[src/design/lps_pkg.sv]
// shared types, constants and lookup functions for the lighting program sequencer
package lps_pkg;

  // register indexes on the configuration port
  typedef enum logic [1:0] {
    REG_FADE_CEILING   = 2'd0,
    REG_WHITE_SEPARATE = 2'd1
  } reg_index_t;

  localparam int CfgIndexWidth = 2;
  localparam int CfgDataWidth  = 8;

  // program codes
  localparam logic [3:0] PROG_FIRST  = 4'd1;
  localparam logic [3:0] PROG_STATIC_LAST = 4'd6;
  localparam logic [3:0] PROG_STROBE = 4'd7;
  localparam logic [3:0] PROG_RAMP   = 4'd8;
  localparam logic [3:0] PROG_CROSS  = 4'd9;
  localparam logic [3:0] DEPTH_LAST  = 4'd9;

  // last phase of each sequence
  localparam logic [3:0] PHASE_SEQ_LAST   = 4'd13;
  localparam logic [3:0] PHASE_CROSS_LAST = 4'd7;

  localparam logic [7:0] LEVEL_FULL = 8'd255;

  // one request on the input channel
  typedef struct packed {
    logic [3:0] program_sel;
    logic [3:0] depth_sel;
    logic       tick;
  } in_item_t;

  // one result, also the channel level state
  typedef struct packed {
    logic [7:0] red_level;
    logic [7:0] green_level;
    logic [7:0] blue_level;
    logic [7:0] white_level;
  } out_item_t;

  // configuration write strobe between top and core
  typedef struct packed {
    logic                     we;
    logic [CfgIndexWidth-1:0] index;
    logic [CfgDataWidth-1:0]  data;
  } cfg_write_t;

  // static colour level per depth
  function automatic logic [7:0] level_lut(input logic [3:0] d);
    logic [7:0] r;
    unique case (d)
      4'd0:    r = 8'd25;
      4'd1:    r = 8'd25;
      4'd2:    r = 8'd44;
      4'd3:    r = 8'd64;
      4'd4:    r = 8'd83;
      4'd5:    r = 8'd102;
      4'd6:    r = 8'd134;
      4'd7:    r = 8'd166;
      4'd8:    r = 8'd217;
      4'd9:    r = 8'd255;
      default: r = 8'd0;
    endcase
    return r;
  endfunction

  // strobe half period per depth, already halved
  function automatic logic [9:0] strobe_half_lut(input logic [3:0] d);
    logic [9:0] r;
    unique case (d)
      4'd0:    r = 10'd350;
      4'd1:    r = 10'd350;
      4'd2:    r = 10'd300;
      4'd3:    r = 10'd250;
      4'd4:    r = 10'd200;
      4'd5:    r = 10'd175;
      4'd6:    r = 10'd150;
      4'd7:    r = 10'd125;
      4'd8:    r = 10'd100;
      4'd9:    r = 10'd50;
      default: r = 10'd0;
    endcase
    return r;
  endfunction

  // flashes per colour per depth
  function automatic logic [3:0] flashes_lut(input logic [3:0] d);
    logic [3:0] r;
    unique case (d)
      4'd0:    r = 4'd4;
      4'd1:    r = 4'd4;
      4'd2:    r = 4'd5;
      4'd3:    r = 4'd6;
      4'd4:    r = 4'd6;
      4'd5:    r = 4'd7;
      4'd6:    r = 4'd7;
      4'd7:    r = 4'd8;
      4'd8:    r = 4'd8;
      4'd9:    r = 4'd9;
      default: r = 4'd0;
    endcase
    return r;
  endfunction

  // fade step time per depth
  function automatic logic [9:0] fade_lut(input logic [3:0] d);
    logic [9:0] r;
    unique case (d)
      4'd0:    r = 10'd20;
      4'd1:    r = 10'd20;
      4'd2:    r = 10'd15;
      4'd3:    r = 10'd10;
      4'd4:    r = 10'd6;
      4'd5:    r = 10'd5;
      4'd6:    r = 10'd4;
      4'd7:    r = 10'd3;
      4'd8:    r = 10'd2;
      4'd9:    r = 10'd1;
      default: r = 10'd0;
    endcase
    return r;
  endfunction

  // paint colour 0-6 at level v: red green blue purple yellow cyan white
  function automatic out_item_t paint(input logic [2:0] colour, input logic [7:0] v,
                                      input logic white_sep);
    out_item_t r;
    r = '0;
    unique case (colour)
      3'd0: r.red_level = v;
      3'd1: r.green_level = v;
      3'd2: r.blue_level = v;
      3'd3: begin
        r.red_level  = v;
        r.blue_level = v;
      end
      3'd4: begin
        r.red_level   = v;
        r.green_level = v;
      end
      3'd5: begin
        r.green_level = v;
        r.blue_level  = v;
      end
      default: begin
        if (white_sep) begin
          r.white_level = v;
        end else begin
          r.red_level   = v;
          r.green_level = v;
          r.blue_level  = v;
        end
      end
    endcase
    return r;
  endfunction

endpackage

[src/design/lps_if.sv]
// valid/ready channel interfaces for requests and results

interface lps_in_if;
  import lps_pkg::*;
  logic     valid;
  logic     ready;
  in_item_t data;
  modport source (output valid, output data, input ready);
  modport sink   (input valid, input data, output ready);
endinterface

interface lps_out_if;
  import lps_pkg::*;
  logic      valid;
  logic      ready;
  out_item_t data;
  modport source (output valid, output data, input ready);
  modport sink   (input valid, input data, output ready);
endinterface

[src/design/led_lighting_program_sequencer_top.sv]
// top level: request register, sequencer core and result handshake
// a taken request waits in the request register until the result slot is free
// throughput: one request per cycle unless results stall; one update pass in lps_core
// the result register is the channel level state itself and holds while stalled
// reset: synchronous active-high rst clears all state, levels to zero, ceiling to 255
module led_lighting_program_sequencer_top (
  input  logic                                clk,
  input  logic                                rst,
  lps_in_if.sink                              in_ch,
  lps_out_if.source                           out_ch,
  input  logic                                cfg_we,
  input  logic [lps_pkg::CfgIndexWidth-1:0]   cfg_index,
  input  logic [lps_pkg::CfgDataWidth-1:0]    cfg_data
);
  import lps_pkg::*;

  logic       hold_valid;
  in_item_t   hold_item;
  logic       out_valid;
  logic       advance;
  cfg_write_t cfg;
  out_item_t  levels;

  assign cfg = '{we: cfg_we, index: cfg_index, data: cfg_data};

  // a held request moves on whenever the result slot is free or being taken
  assign advance      = hold_valid && (!out_valid || out_ch.ready);
  assign in_ch.ready  = !hold_valid || advance;
  assign out_ch.valid = out_valid;
  assign out_ch.data  = levels;

  // request register
  always_ff @(posedge clk) begin
    if (rst) begin
      hold_valid <= 1'b0;
    end else if (in_ch.ready) begin
      hold_valid <= in_ch.valid;
    end
  end

  always_ff @(posedge clk) begin
    if (in_ch.valid && in_ch.ready) hold_item <= in_ch.data;
  end

  // result valid flag
  always_ff @(posedge clk) begin
    if (rst) begin
      out_valid <= 1'b0;
    end else if (advance) begin
      out_valid <= 1'b1;
    end else if (out_ch.ready) begin
      out_valid <= 1'b0;
    end
  end

  lps_core u_core (
    .clk     (clk),
    .rst     (rst),
    .advance (advance),
    .item    (hold_item),
    .cfg     (cfg),
    .levels  (levels)
  );

endmodule

[src/design/lps_core.sv]
// program state, configuration registers and the per-request update logic
module lps_core (
  input  logic               clk,
  input  logic               rst,
  input  logic               advance,
  input  lps_pkg::in_item_t  item,
  input  lps_pkg::cfg_write_t cfg,
  output lps_pkg::out_item_t levels
);
  import lps_pkg::*;

  logic [7:0] fade_ceiling;
  logic       white_separate;
  logic [3:0] step_phase, step_phase_next;
  logic [9:0] step_timer, step_timer_next;
  logic [3:0] flash_count, flash_count_next;
  logic [7:0] fade_level, fade_level_next;
  logic [3:0] prev_program, prev_program_next;
  logic [3:0] prev_depth, prev_depth_next;
  logic       restart_pending, restart_pending_next;
  out_item_t  levels_next;

  // working values after restart handling
  logic [9:0] timer_ticked;
  logic       item_ok;
  logic       restart;
  logic [3:0] ph;
  logic [9:0] tm;
  logic [3:0] fc;
  logic [7:0] up, dn, mx;

  // configuration registers
  always_ff @(posedge clk) begin
    if (rst) begin
      fade_ceiling   <= LEVEL_FULL;
      white_separate <= 1'b0;
    end else if (cfg.we) begin
      if (cfg.index == REG_FADE_CEILING) fade_ceiling <= cfg.data;
      if (cfg.index == REG_WHITE_SEPARATE) white_separate <= cfg.data[0];
    end
  end

  // next state for one request
  always_comb begin
    timer_ticked = (item.tick && step_timer != '0) ? step_timer - 10'd1 : step_timer;
    item_ok = (item.program_sel >= PROG_FIRST) && (item.program_sel <= PROG_CROSS) &&
              (item.depth_sel <= DEPTH_LAST);
    restart = restart_pending || item.program_sel != prev_program ||
              item.depth_sel != prev_depth;

    step_phase_next      = step_phase;
    step_timer_next      = timer_ticked;
    flash_count_next     = flash_count;
    fade_level_next      = fade_level;
    prev_program_next    = prev_program;
    prev_depth_next      = prev_depth;
    restart_pending_next = restart_pending;
    levels_next          = levels;

    ph = restart ? 4'd0 : step_phase;
    tm = restart ? 10'd0 : timer_ticked;
    fc = restart ? flashes_lut(item.depth_sel) : flash_count;
    up = fade_level;
    dn = fade_ceiling - fade_level;
    mx = (up > dn) ? up : dn;

    if (item_ok) begin
      prev_program_next    = item.program_sel;
      prev_depth_next      = item.depth_sel;
      restart_pending_next = 1'b0;
      if (item.program_sel <= PROG_STATIC_LAST) begin
        // static colour, painted once per restart
        if (restart) begin
          levels_next = paint(3'(item.program_sel - 4'd1), level_lut(item.depth_sel),
                              white_separate);
        end
      end else if (item.program_sel == PROG_STROBE) begin
        // strobe: even phase flashes on, odd phase off
        step_phase_next  = ph;
        step_timer_next  = tm;
        flash_count_next = fc;
        if (ph > PHASE_SEQ_LAST) begin
          step_phase_next = '0;
        end else if (tm == '0) begin
          step_timer_next = strobe_half_lut(item.depth_sel);
          if (!ph[0]) begin
            levels_next     = paint(ph[3:1], LEVEL_FULL, white_separate);
            step_phase_next = ph + 4'd1;
          end else begin
            levels_next = '0;
            if (fc > 4'd1) begin
              flash_count_next = fc - 4'd1;
              step_phase_next  = ph - 4'd1;
            end else begin
              flash_count_next = flashes_lut(item.depth_sel);
              step_phase_next  = (ph == PHASE_SEQ_LAST) ? 4'd0 : ph + 4'd1;
            end
          end
        end
      end else if (item.program_sel == PROG_RAMP) begin
        // fade: even phase rises to the ceiling, odd phase falls to zero
        step_phase_next = ph;
        step_timer_next = tm;
        if (ph > PHASE_SEQ_LAST) begin
          step_phase_next = '0;
        end else if (tm == '0) begin
          step_timer_next = fade_lut(item.depth_sel);
          if (!ph[0]) begin
            if (fade_level < fade_ceiling) begin
              levels_next     = paint(ph[3:1], fade_level, white_separate);
              fade_level_next = fade_level + 8'd1;
            end else begin
              step_phase_next = ph + 4'd1;
            end
          end else begin
            if (fade_level != '0) begin
              levels_next     = paint(ph[3:1], fade_level, white_separate);
              fade_level_next = fade_level - 8'd1;
            end else begin
              step_phase_next = (ph == PHASE_SEQ_LAST) ? 4'd0 : ph + 4'd1;
            end
          end
        end
      end else begin
        // cross fade; a restart or stray phase clears everything
        step_phase_next = ph;
        step_timer_next = tm;
        if (restart) begin
          fade_level_next = '0;
          levels_next     = '0;
        end
        if (ph > PHASE_CROSS_LAST) begin
          step_phase_next = '0;
          step_timer_next = '0;
          fade_level_next = '0;
          levels_next     = '0;
        end else if (tm == '0) begin
          step_timer_next = fade_lut(item.depth_sel);
          if (!restart && fade_level < fade_ceiling) begin
            unique case (ph[2:0])
              3'd0: levels_next = paint(3'd6, up, white_separate);
              3'd1: levels_next = white_separate ? out_item_t'{up, 8'd0, 8'd0, dn}
                                                 : out_item_t'{mx, dn, dn, 8'd0};
              3'd2: levels_next = '{dn, up, 8'd0, 8'd0};
              3'd3: levels_next = '{8'd0, dn, up, 8'd0};
              3'd4: levels_next = '{up, 8'd0, mx, 8'd0};
              3'd5: levels_next = '{mx, up, dn, 8'd0};
              3'd6: levels_next = '{dn, mx, up, 8'd0};
              default: levels_next = white_separate ? out_item_t'{8'd0, dn, dn, up}
                                                    : out_item_t'{up, mx, mx, 8'd0};
            endcase
            fade_level_next = fade_level + 8'd1;
          end else if (restart && fade_ceiling != '0) begin
            // level was just cleared to zero, so this is the first rising step
            unique case (ph[2:0])
              3'd0:    levels_next = paint(3'd6, 8'd0, white_separate);
              default: levels_next = '0;
            endcase
            fade_level_next = 8'd1;
          end else begin
            step_phase_next = (ph == PHASE_CROSS_LAST) ? 4'd1 : ph + 4'd1;
            fade_level_next = '0;
          end
        end
      end
    end
  end

  // state registers, updated as each request passes
  always_ff @(posedge clk) begin
    if (rst) begin
      step_phase      <= '0;
      step_timer      <= '0;
      flash_count     <= '0;
      fade_level      <= '0;
      prev_program    <= '0;
      prev_depth      <= '0;
      restart_pending <= 1'b1;
      levels          <= '0;
    end else if (advance) begin
      step_phase      <= step_phase_next;
      step_timer      <= step_timer_next;
      flash_count     <= flash_count_next;
      fade_level      <= fade_level_next;
      prev_program    <= prev_program_next;
      prev_depth      <= prev_depth_next;
      restart_pending <= restart_pending_next;
      levels          <= levels_next;
    end
  end

endmodule

[src/flat_wrapper.sv]
// flat-port wrapper written by rule: the top's interface ports become plain ports
module led_lighting_program_sequencer_top_flat import lps_pkg::*;
  (clk, rst, cfg_we, cfg_index, cfg_data, in_ch_valid, in_ch_data, in_ch_ready, out_ch_valid, out_ch_data, out_ch_ready);
  lps_in_if in_ch_i ();
  lps_out_if out_ch_i ();
  input  logic clk;
  input  logic rst;
  input  logic cfg_we;
  input  logic [lps_pkg::CfgIndexWidth-1:0] cfg_index;
  input  logic [lps_pkg::CfgDataWidth-1:0] cfg_data;
  input wire logic [$bits(in_ch_i.valid)-1:0] in_ch_valid;
  input wire logic [$bits(in_ch_i.data)-1:0] in_ch_data;
  output wire logic [$bits(in_ch_i.ready)-1:0] in_ch_ready;
  output wire logic [$bits(out_ch_i.valid)-1:0] out_ch_valid;
  output wire logic [$bits(out_ch_i.data)-1:0] out_ch_data;
  input wire logic [$bits(out_ch_i.ready)-1:0] out_ch_ready;
  assign in_ch_i.valid = in_ch_valid;
  assign in_ch_i.data = in_ch_data;
  assign in_ch_ready = in_ch_i.ready;
  assign out_ch_valid = out_ch_i.valid;
  assign out_ch_data = out_ch_i.data;
  assign out_ch_i.ready = out_ch_ready;
  led_lighting_program_sequencer_top u_core (.clk(clk), .rst(rst), .in_ch(in_ch_i), .out_ch(out_ch_i), .cfg_we(cfg_we), .cfg_index(cfg_index), .cfg_data(cfg_data));
endmodule
[config.mk]
export PLATFORM = sky130hd
export DESIGN_NAME = led_lighting_program_sequencer_top_flat
export DESIGN_NICKNAME = d
export VERILOG_FILES = /design/src/design/lps_pkg.sv /design/src/design/lps_if.sv /design/src/design/led_lighting_program_sequencer_top.sv /design/src/design/lps_core.sv /design/src/flat_wrapper.sv
export SDC_FILE = /design/constraint.sdc
export NUM_CORES = 1
export LEC_CHECK = 0
export ABC_AREA = 1
export BUFFER_PORTS_ARGS = -buffer_cell sky130_fd_sc_hd__buf_2
export CORE_ASPECT_RATIO = 1.1
export CORE_MARGIN = 2
export CORE_UTILIZATION = 43
export DETAILED_ROUTE_END_ITERATION = 16
export PLACE_DENSITY = 0.65
export SKIP_LAST_GASP = 1
export SLEW_MARGIN = 20
export SYNTH_ARGS = -nofsm -noshare
export SYNTH_HDL_FRONTEND = slang
export SYNTH_HIERARCHICAL = 1
export SYNTH_SLANG_ARGS = --single-unit
[constraint.sdc]
create_clock -name clk -period 3.68 [get_ports clk]
set_clock_uncertainty 0.05 [all_clocks]
set_input_delay 0.368 -clock clk [delete_from_list [all_inputs] [get_ports clk]]
set_output_delay 0.368 -clock clk [all_outputs]
set_load 0.1 [all_outputs]
==> flow_summary.html <==
<table>
<tr><th>Metric</th><th>Value</th></tr>
<tr><th colspan="2">Placement</th></tr>
<tr><td>Final weighted congestion in routability-driven placement</td><td>0.9910</td></tr>
<tr><td>I/O Buffers</td><td>57</td></tr>
<tr><td>Detailed placer's ending HPWL</td><td>25,430 um</td></tr>
<tr><th colspan="2">Routing</th></tr>
<tr><td>Wirelength per Cell</td><td>17.79 um</td></tr>
<tr><td>Routed wire length</td><td>33,050 um</td></tr>
<tr><td>1st-iter DRT viols</td><td>917</td></tr>
<tr><td>Total via count after detailed routing</td><td>10,430</td></tr>
<tr><td>Ratio of routed vias to standard cells</td><td>5.611</td></tr>
<tr><td>Post-DRT Antenna Nets</td><td>0</td></tr>
<tr><td>1st-pass router iterations</td><td>5</td></tr>
<tr><td>Count of unresolved DRC violations after routing</td><td>0</td></tr>
<tr><th colspan="2">Setup path</th></tr>
<tr><td>WP data required</td><td>3.93 ns</td></tr>
<tr><td>Kind of end point of the critical path</td><td>register</td></tr>
<tr><td>Crit Path Class</td><td>reg -&gt; reg</td></tr>
<tr><td>CP Launch Type</td><td>register</td></tr>
<tr><td>Arrival time worst endpoint</td><td>3.67 ns</td></tr>
<tr><td>Top fanout value on the critical path</td><td>9</td></tr>
<tr><td>Reg2reg path depth</td><td>15</td></tr>
<tr><th colspan="2">Synth</th></tr>
<tr><td>Share of synthesized registers carrying an async set or reset</td><td>0%</td></tr>
<tr><td>Top area cells in the synthesized netlist</td><td>sky130_fd_sc_hd__nand2_1 (20%), sky130_fd_sc_hd__dfxtp_1 (18%), sky130_fd_sc_hd__nor2_1 (9.1%), sky130_fd_sc_hd__inv_1 (6.7%), sky130_fd_sc_hd__o21ai_0 (6.4%)</td></tr>
<tr><td>Summed instance area of the synthesized netlist</td><td>0.008493 mm^2</td></tr>
<tr><td>Cell type contributing the most total cell area after synthesis</td><td>sky130_fd_sc_hd__nand2_1</td></tr>
<tr><td>Number of register bits inferred by synthesis</td><td>87</td></tr>
<tr><td>Count of mapped cells out of synthesis</td><td>1,503</td></tr>
<tr><td>Per-instance average area after synthesis</td><td>5.651 um^2</td></tr>
<tr><td>Yosys warning total</td><td>6</td></tr>
<tr><td>Main synth FF type</td><td>sky130_fd_sc_hd__dfxtp_1</td></tr>
<tr><td>EDFF count, synth</td><td>9</td></tr>
<tr><td>Share of the yosys chip area belonging to registers</td><td>21.57%</td></tr>
<tr><td>Post-synth top area share</td><td>19.89%</td></tr>
<tr><td>Net Count, Synth</td><td>1,561</td></tr>
<tr><td>Distinct cell type count of the synthesized netlist</td><td>47</td></tr>
<tr><th colspan="2">Clock network</th></tr>
<tr><td>Number of buffers added by the clock tree synthesis step</td><td>9</td></tr>
<tr><td>Number of sinks on the clock net</td><td>87</td></tr>
<tr><td>Number of hold buffers added after CTS</td><td>0</td></tr>
<tr><td>H-tree depth</td><td>3</td></tr>
<tr><td>Clock-pin slew on the worst setup and hold paths</td><td>0.07 ns</td></tr>
<tr><td>Insertion delay to the later sink of the worst-skew pair</td><td>0.36 ns</td></tr>
<tr><td>CTS tree</td><td>yes</td></tr>
<tr><td>Maximum clock insertion buffer count</td><td>2</td></tr>
<tr><td>Root Driver</td><td>sky130_fd_sc_hd__clkbuf_16</td></tr>
<tr><th colspan="2">Flow run</th></tr>
<tr><td>Max cap viols</td><td>0</td></tr>
<tr><th colspan="2">Floorplan</th></tr>
<tr><td>Number of top-level pins</td><td>58</td></tr>
<tr><td>Die W</td><td>138 um</td></tr>
<tr><td>Total Die Area</td><td>0.02089 mm^2</td></tr>
<tr><td>Cell Rows</td><td>53</td></tr>
<tr><td>Area of the core region</td><td>0.01923 mm^2</td></tr>
<tr><td>Starting density of the core</td><td>44.16%</td></tr>
<tr><td>DIE HEIGHT</td><td>151.4 um</td></tr>
<tr><th colspan="2">Timing</th></tr>
<tr><td>Slew HR</td><td>41.83%</td></tr>
<tr><td>Transition at the pin with the smallest max-transition slack</td><td>0.8613 ns</td></tr>
<tr><td>Setup Viol. Count Final</td><td>0</td></tr>
<tr><td>Share of the cycle needed by the critical path after routing</td><td>92.85%</td></tr>
<tr><td>Unrepaired setup endpoints after global routing</td><td>yes</td></tr>
<tr><td>Clock period minus worst slack</td><td>3.417 ns</td></tr>
<tr><td>Hold violation total from the final report</td><td>0</td></tr>
<tr><td>F_max</td><td>292.7 MHz</td></tr>
<tr><td>Hold slack final</td><td>0.1282 ns</td></tr>
<tr><td>Max Transition Viols Final</td><td>0</td></tr>
<tr><th colspan="2">Global routing</th></tr>
<tr><td>Number of antenna violations at the first check in global routing</td><td>0</td></tr>
<tr><td>Global routing usage summed across all routing layers</td><td>31.24%</td></tr>
<tr><td>Largest net degree at the start of global routing</td><td>65</td></tr>
<tr><td>Global-route congestion overflow total</td><td>0</td></tr>
<tr><td>Number of global-route vias before repair</td><td>9,690</td></tr>
<tr><td>First-pass GRT wire length</td><td>51,740 um</td></tr>
<tr><th colspan="2">Cells and area</th></tr>
<tr><td>Synthesis-to-layout area growth</td><td>15.91%</td></tr>
<tr><td>Core utilization of the finished layout</td><td>51.19%</td></tr>
<tr><td>Most frequent cells in the layout</td><td>sky130_fd_sc_hd__nand2_1 (448), sky130_fd_sc_hd__nor2_1 (204), sky130_fd_sc_hd__inv_1 (151)</td></tr>
<tr><td>Net count, final</td><td>1,664</td></tr>
<tr><td>Share of cells above drive strength 1</td><td>12.66%</td></tr>
<tr><td>Fill cells</td><td>2,058</td></tr>
<tr><td>Most common library cell in the layout ignoring fill and taps</td><td>sky130_fd_sc_hd__nand2_1</td></tr>
<tr><td>Antenna cell count</td><td>0</td></tr>
<tr><th colspan="2">Outcome</th></tr>
<tr><td>Status</td><td>finished, final reports clean</td></tr>
<tr><th colspan="2">Pwr</th></tr>
<tr><td>Leakage power of the design</td><td>4.769 nW</td></tr>
<tr><td>Worst ir drop on vdd</td><td>0.0002423 V</td></tr>
<tr><td>PwrDens</td><td>301.2 mW/mm^2</td></tr>
<tr><td>Total power consumption of the routed design</td><td>2.965 mW</td></tr>
<tr><th colspan="2">Worst hold path</th></tr>
<tr><td>Hold Path Class</td><td>in -&gt; reg</td></tr>
<tr><td>Worst hold path cell count</td><td>1</td></tr>
</table>
[cell usage after synthesis (2+ instances only)]
| master | count |
|---|---|
| sky130_fd_sc_hd__buf_4 | 5 |
| sky130_fd_sc_hd__nand2_2 | 8 |
| sky130_fd_sc_hd__inv_1 | 151 |
| sky130_fd_sc_hd__xnor2_1 | 3 |
| sky130_fd_sc_hd__clkinv_1 | 4 |
| sky130_fd_sc_hd__a21oi_2 | 4 |
| sky130_fd_sc_hd__a21oi_1 | 108 |
| sky130_fd_sc_hd__nor2_4 | 2 |
| sky130_fd_sc_hd__o21ai_0 | 109 |
| sky130_fd_sc_hd__nand3b_1 | 5 |
| sky130_fd_sc_hd__nor2_2 | 8 |
| sky130_fd_sc_hd__a22oi_1 | 3 |
| sky130_fd_sc_hd__o22ai_1 | 7 |
| sky130_fd_sc_hd__ha_1 | 33 |
| sky130_fd_sc_hd__buf_2 | 9 |
| sky130_fd_sc_hd__nor3_1 | 25 |
| sky130_fd_sc_hd__nand4_1 | 25 |
| sky130_fd_sc_hd__nand3_1 | 101 |
| sky130_fd_sc_hd__edfxtp_1 | 9 |
| sky130_fd_sc_hd__buf_6 | 4 |
| sky130_fd_sc_hd__a21boi_0 | 2 |
| sky130_fd_sc_hd__clkbuf_1 | 27 |
| sky130_fd_sc_hd__o21ai_1 | 27 |
| sky130_fd_sc_hd__o21a_1 | 5 |
| sky130_fd_sc_hd__o21bai_1 | 2 |
| sky130_fd_sc_hd__inv_2 | 14 |
| sky130_fd_sc_hd__xor2_1 | 19 |
| sky130_fd_sc_hd__dfxtp_1 | 78 |
| sky130_fd_sc_hd__nand2_4 | 2 |
| sky130_fd_sc_hd__nor2_1 | 205 |
| sky130_fd_sc_hd__nand2_1 | 450 |
| sky130_fd_sc_hd__a31oi_1 | 9 |
| sky130_fd_sc_hd__nand3_2 | 2 |
| sky130_fd_sc_hd__or2_2 | 3 |
| sky130_fd_sc_hd__o211ai_1 | 16 |
| sky130_fd_sc_hd__a211oi_1 | 7 |
| sky130_fd_sc_hd__buf_1 | 2 |
[per-stage QoR]
step	cell area [um^2]	worst slack, ns	TNS, ns	std cells
after floorplan	8493	0.1351	0	1503
after global placement	9472	0.1891	0	1841
after detailed placement	9472	0.08576	0	1841
after CTS	9801	0.06183	0	1857
after global routing	9844	-0.05812	-0.2067	1858
final	9844	0.2631	0	1858
[metal layers]
metal  up-vias  global-route usage, %  share of wire [%]
met5         -                      0                  0
met4         0                  16.58                5.0
met3       112                  4.331                7.1
met2       500                  52.97                 47
met1      4703                  38.80                 41
li1       5111                      -                  -
[report_power, final]
part / internal, mW / switching [mW]
sequential: 1.00 / 0.0456
combinational: 0.247 / 0.609
clock: 0.607 / 0.452
total: 1.86 / 1.11
[layout make-up]
type | instances | area (um^2) | area share [%]
clock buffer | 9 | 225.2 | 2.288
clock inverter | 7 | 103.9 | 1.055
inverter | 169 | 634.4 | 6.444
multi-input combinational | 1200 | 5827 | 59.19
sequential | 87 | 1832 | 18.61
tap | 247 | 309.0 | 3.139
timing repair buffer | 139 | 913.4 | 9.278
[logic make-up (layout without fill, tap and decap cells)]
group	Yosys count	after routing	synth area share [%]
flops	87	87	21.57
buf+inv	216	324	10.25
simple gates	840	840	41.13
xor+xnor	22	22	2.269
compound gates	304	304	19.68
fa+ha+maj	34	34	5.097
[repair_timing]
action / 4_1_cts / 5_1_grt
buffers inserted: 0 / 1
setup endpoints to repair: 0 / 26
gates resized for setup: 0 / 14
[state kept, by name (all words and copies together) (netlist names), 4 cells and up]
| register | count |
|---|---|
| u_core/hold_item | 9 |
| u_core/u_core/fade_ceiling | 8 |
| u_core/u_core/fade_level | 8 |
| u_core/u_core/flash_count | 4 |
| u_core/u_core/levels | 32 |
| u_core/u_core/prev_depth | 4 |
| u_core/u_core/prev_program | 4 |
| u_core/u_core/step_phase | 4 |
| u_core/u_core/step_timer | 10 |
[worst paths after layout]
kind / startpoint / slack, ns / to
hold / removal: in_ch_data[1] / 0.13 / u_core/hold_item[1]
setup reg to reg: u_core/hold_item[3] / 0.26 / u_core/u_core/levels[10]
setup / recovery: u_core/hold_item[3] / 0.26 / u_core/u_core/levels[10]
hold reg to reg: u_core/u_core/flash_count[1] / 0.42 / u_core/u_core/flash_count[1]
[critical path, cell delays in order (launching register included)]
cell and delay (ns):
sky130_fd_sc_hd__edfxtp_1 0.47, sky130_fd_sc_hd__inv_2 0.11, sky130_fd_sc_hd__nand2_1 0.07, sky130_fd_sc_hd__nand4_1 0.17
sky130_fd_sc_hd__nor2_4 0.23, sky130_fd_sc_hd__nand2_2 0.19, sky130_fd_sc_hd__buf_4 0.23, sky130_fd_sc_hd__buf_4 0.16
sky130_fd_sc_hd__nor2_1 0.12, sky130_fd_sc_hd__inv_1 0.10, sky130_fd_sc_hd__o21ai_0 0.39, sky130_fd_sc_hd__nand2_1 0.22
sky130_fd_sc_hd__o21ai_0 0.53, sky130_fd_sc_hd__nand3b_1 0.19, sky130_fd_sc_hd__nor2_1 0.04, sky130_fd_sc_hd__nor2_1 0.08
Power figures use the tool's default switching activity.
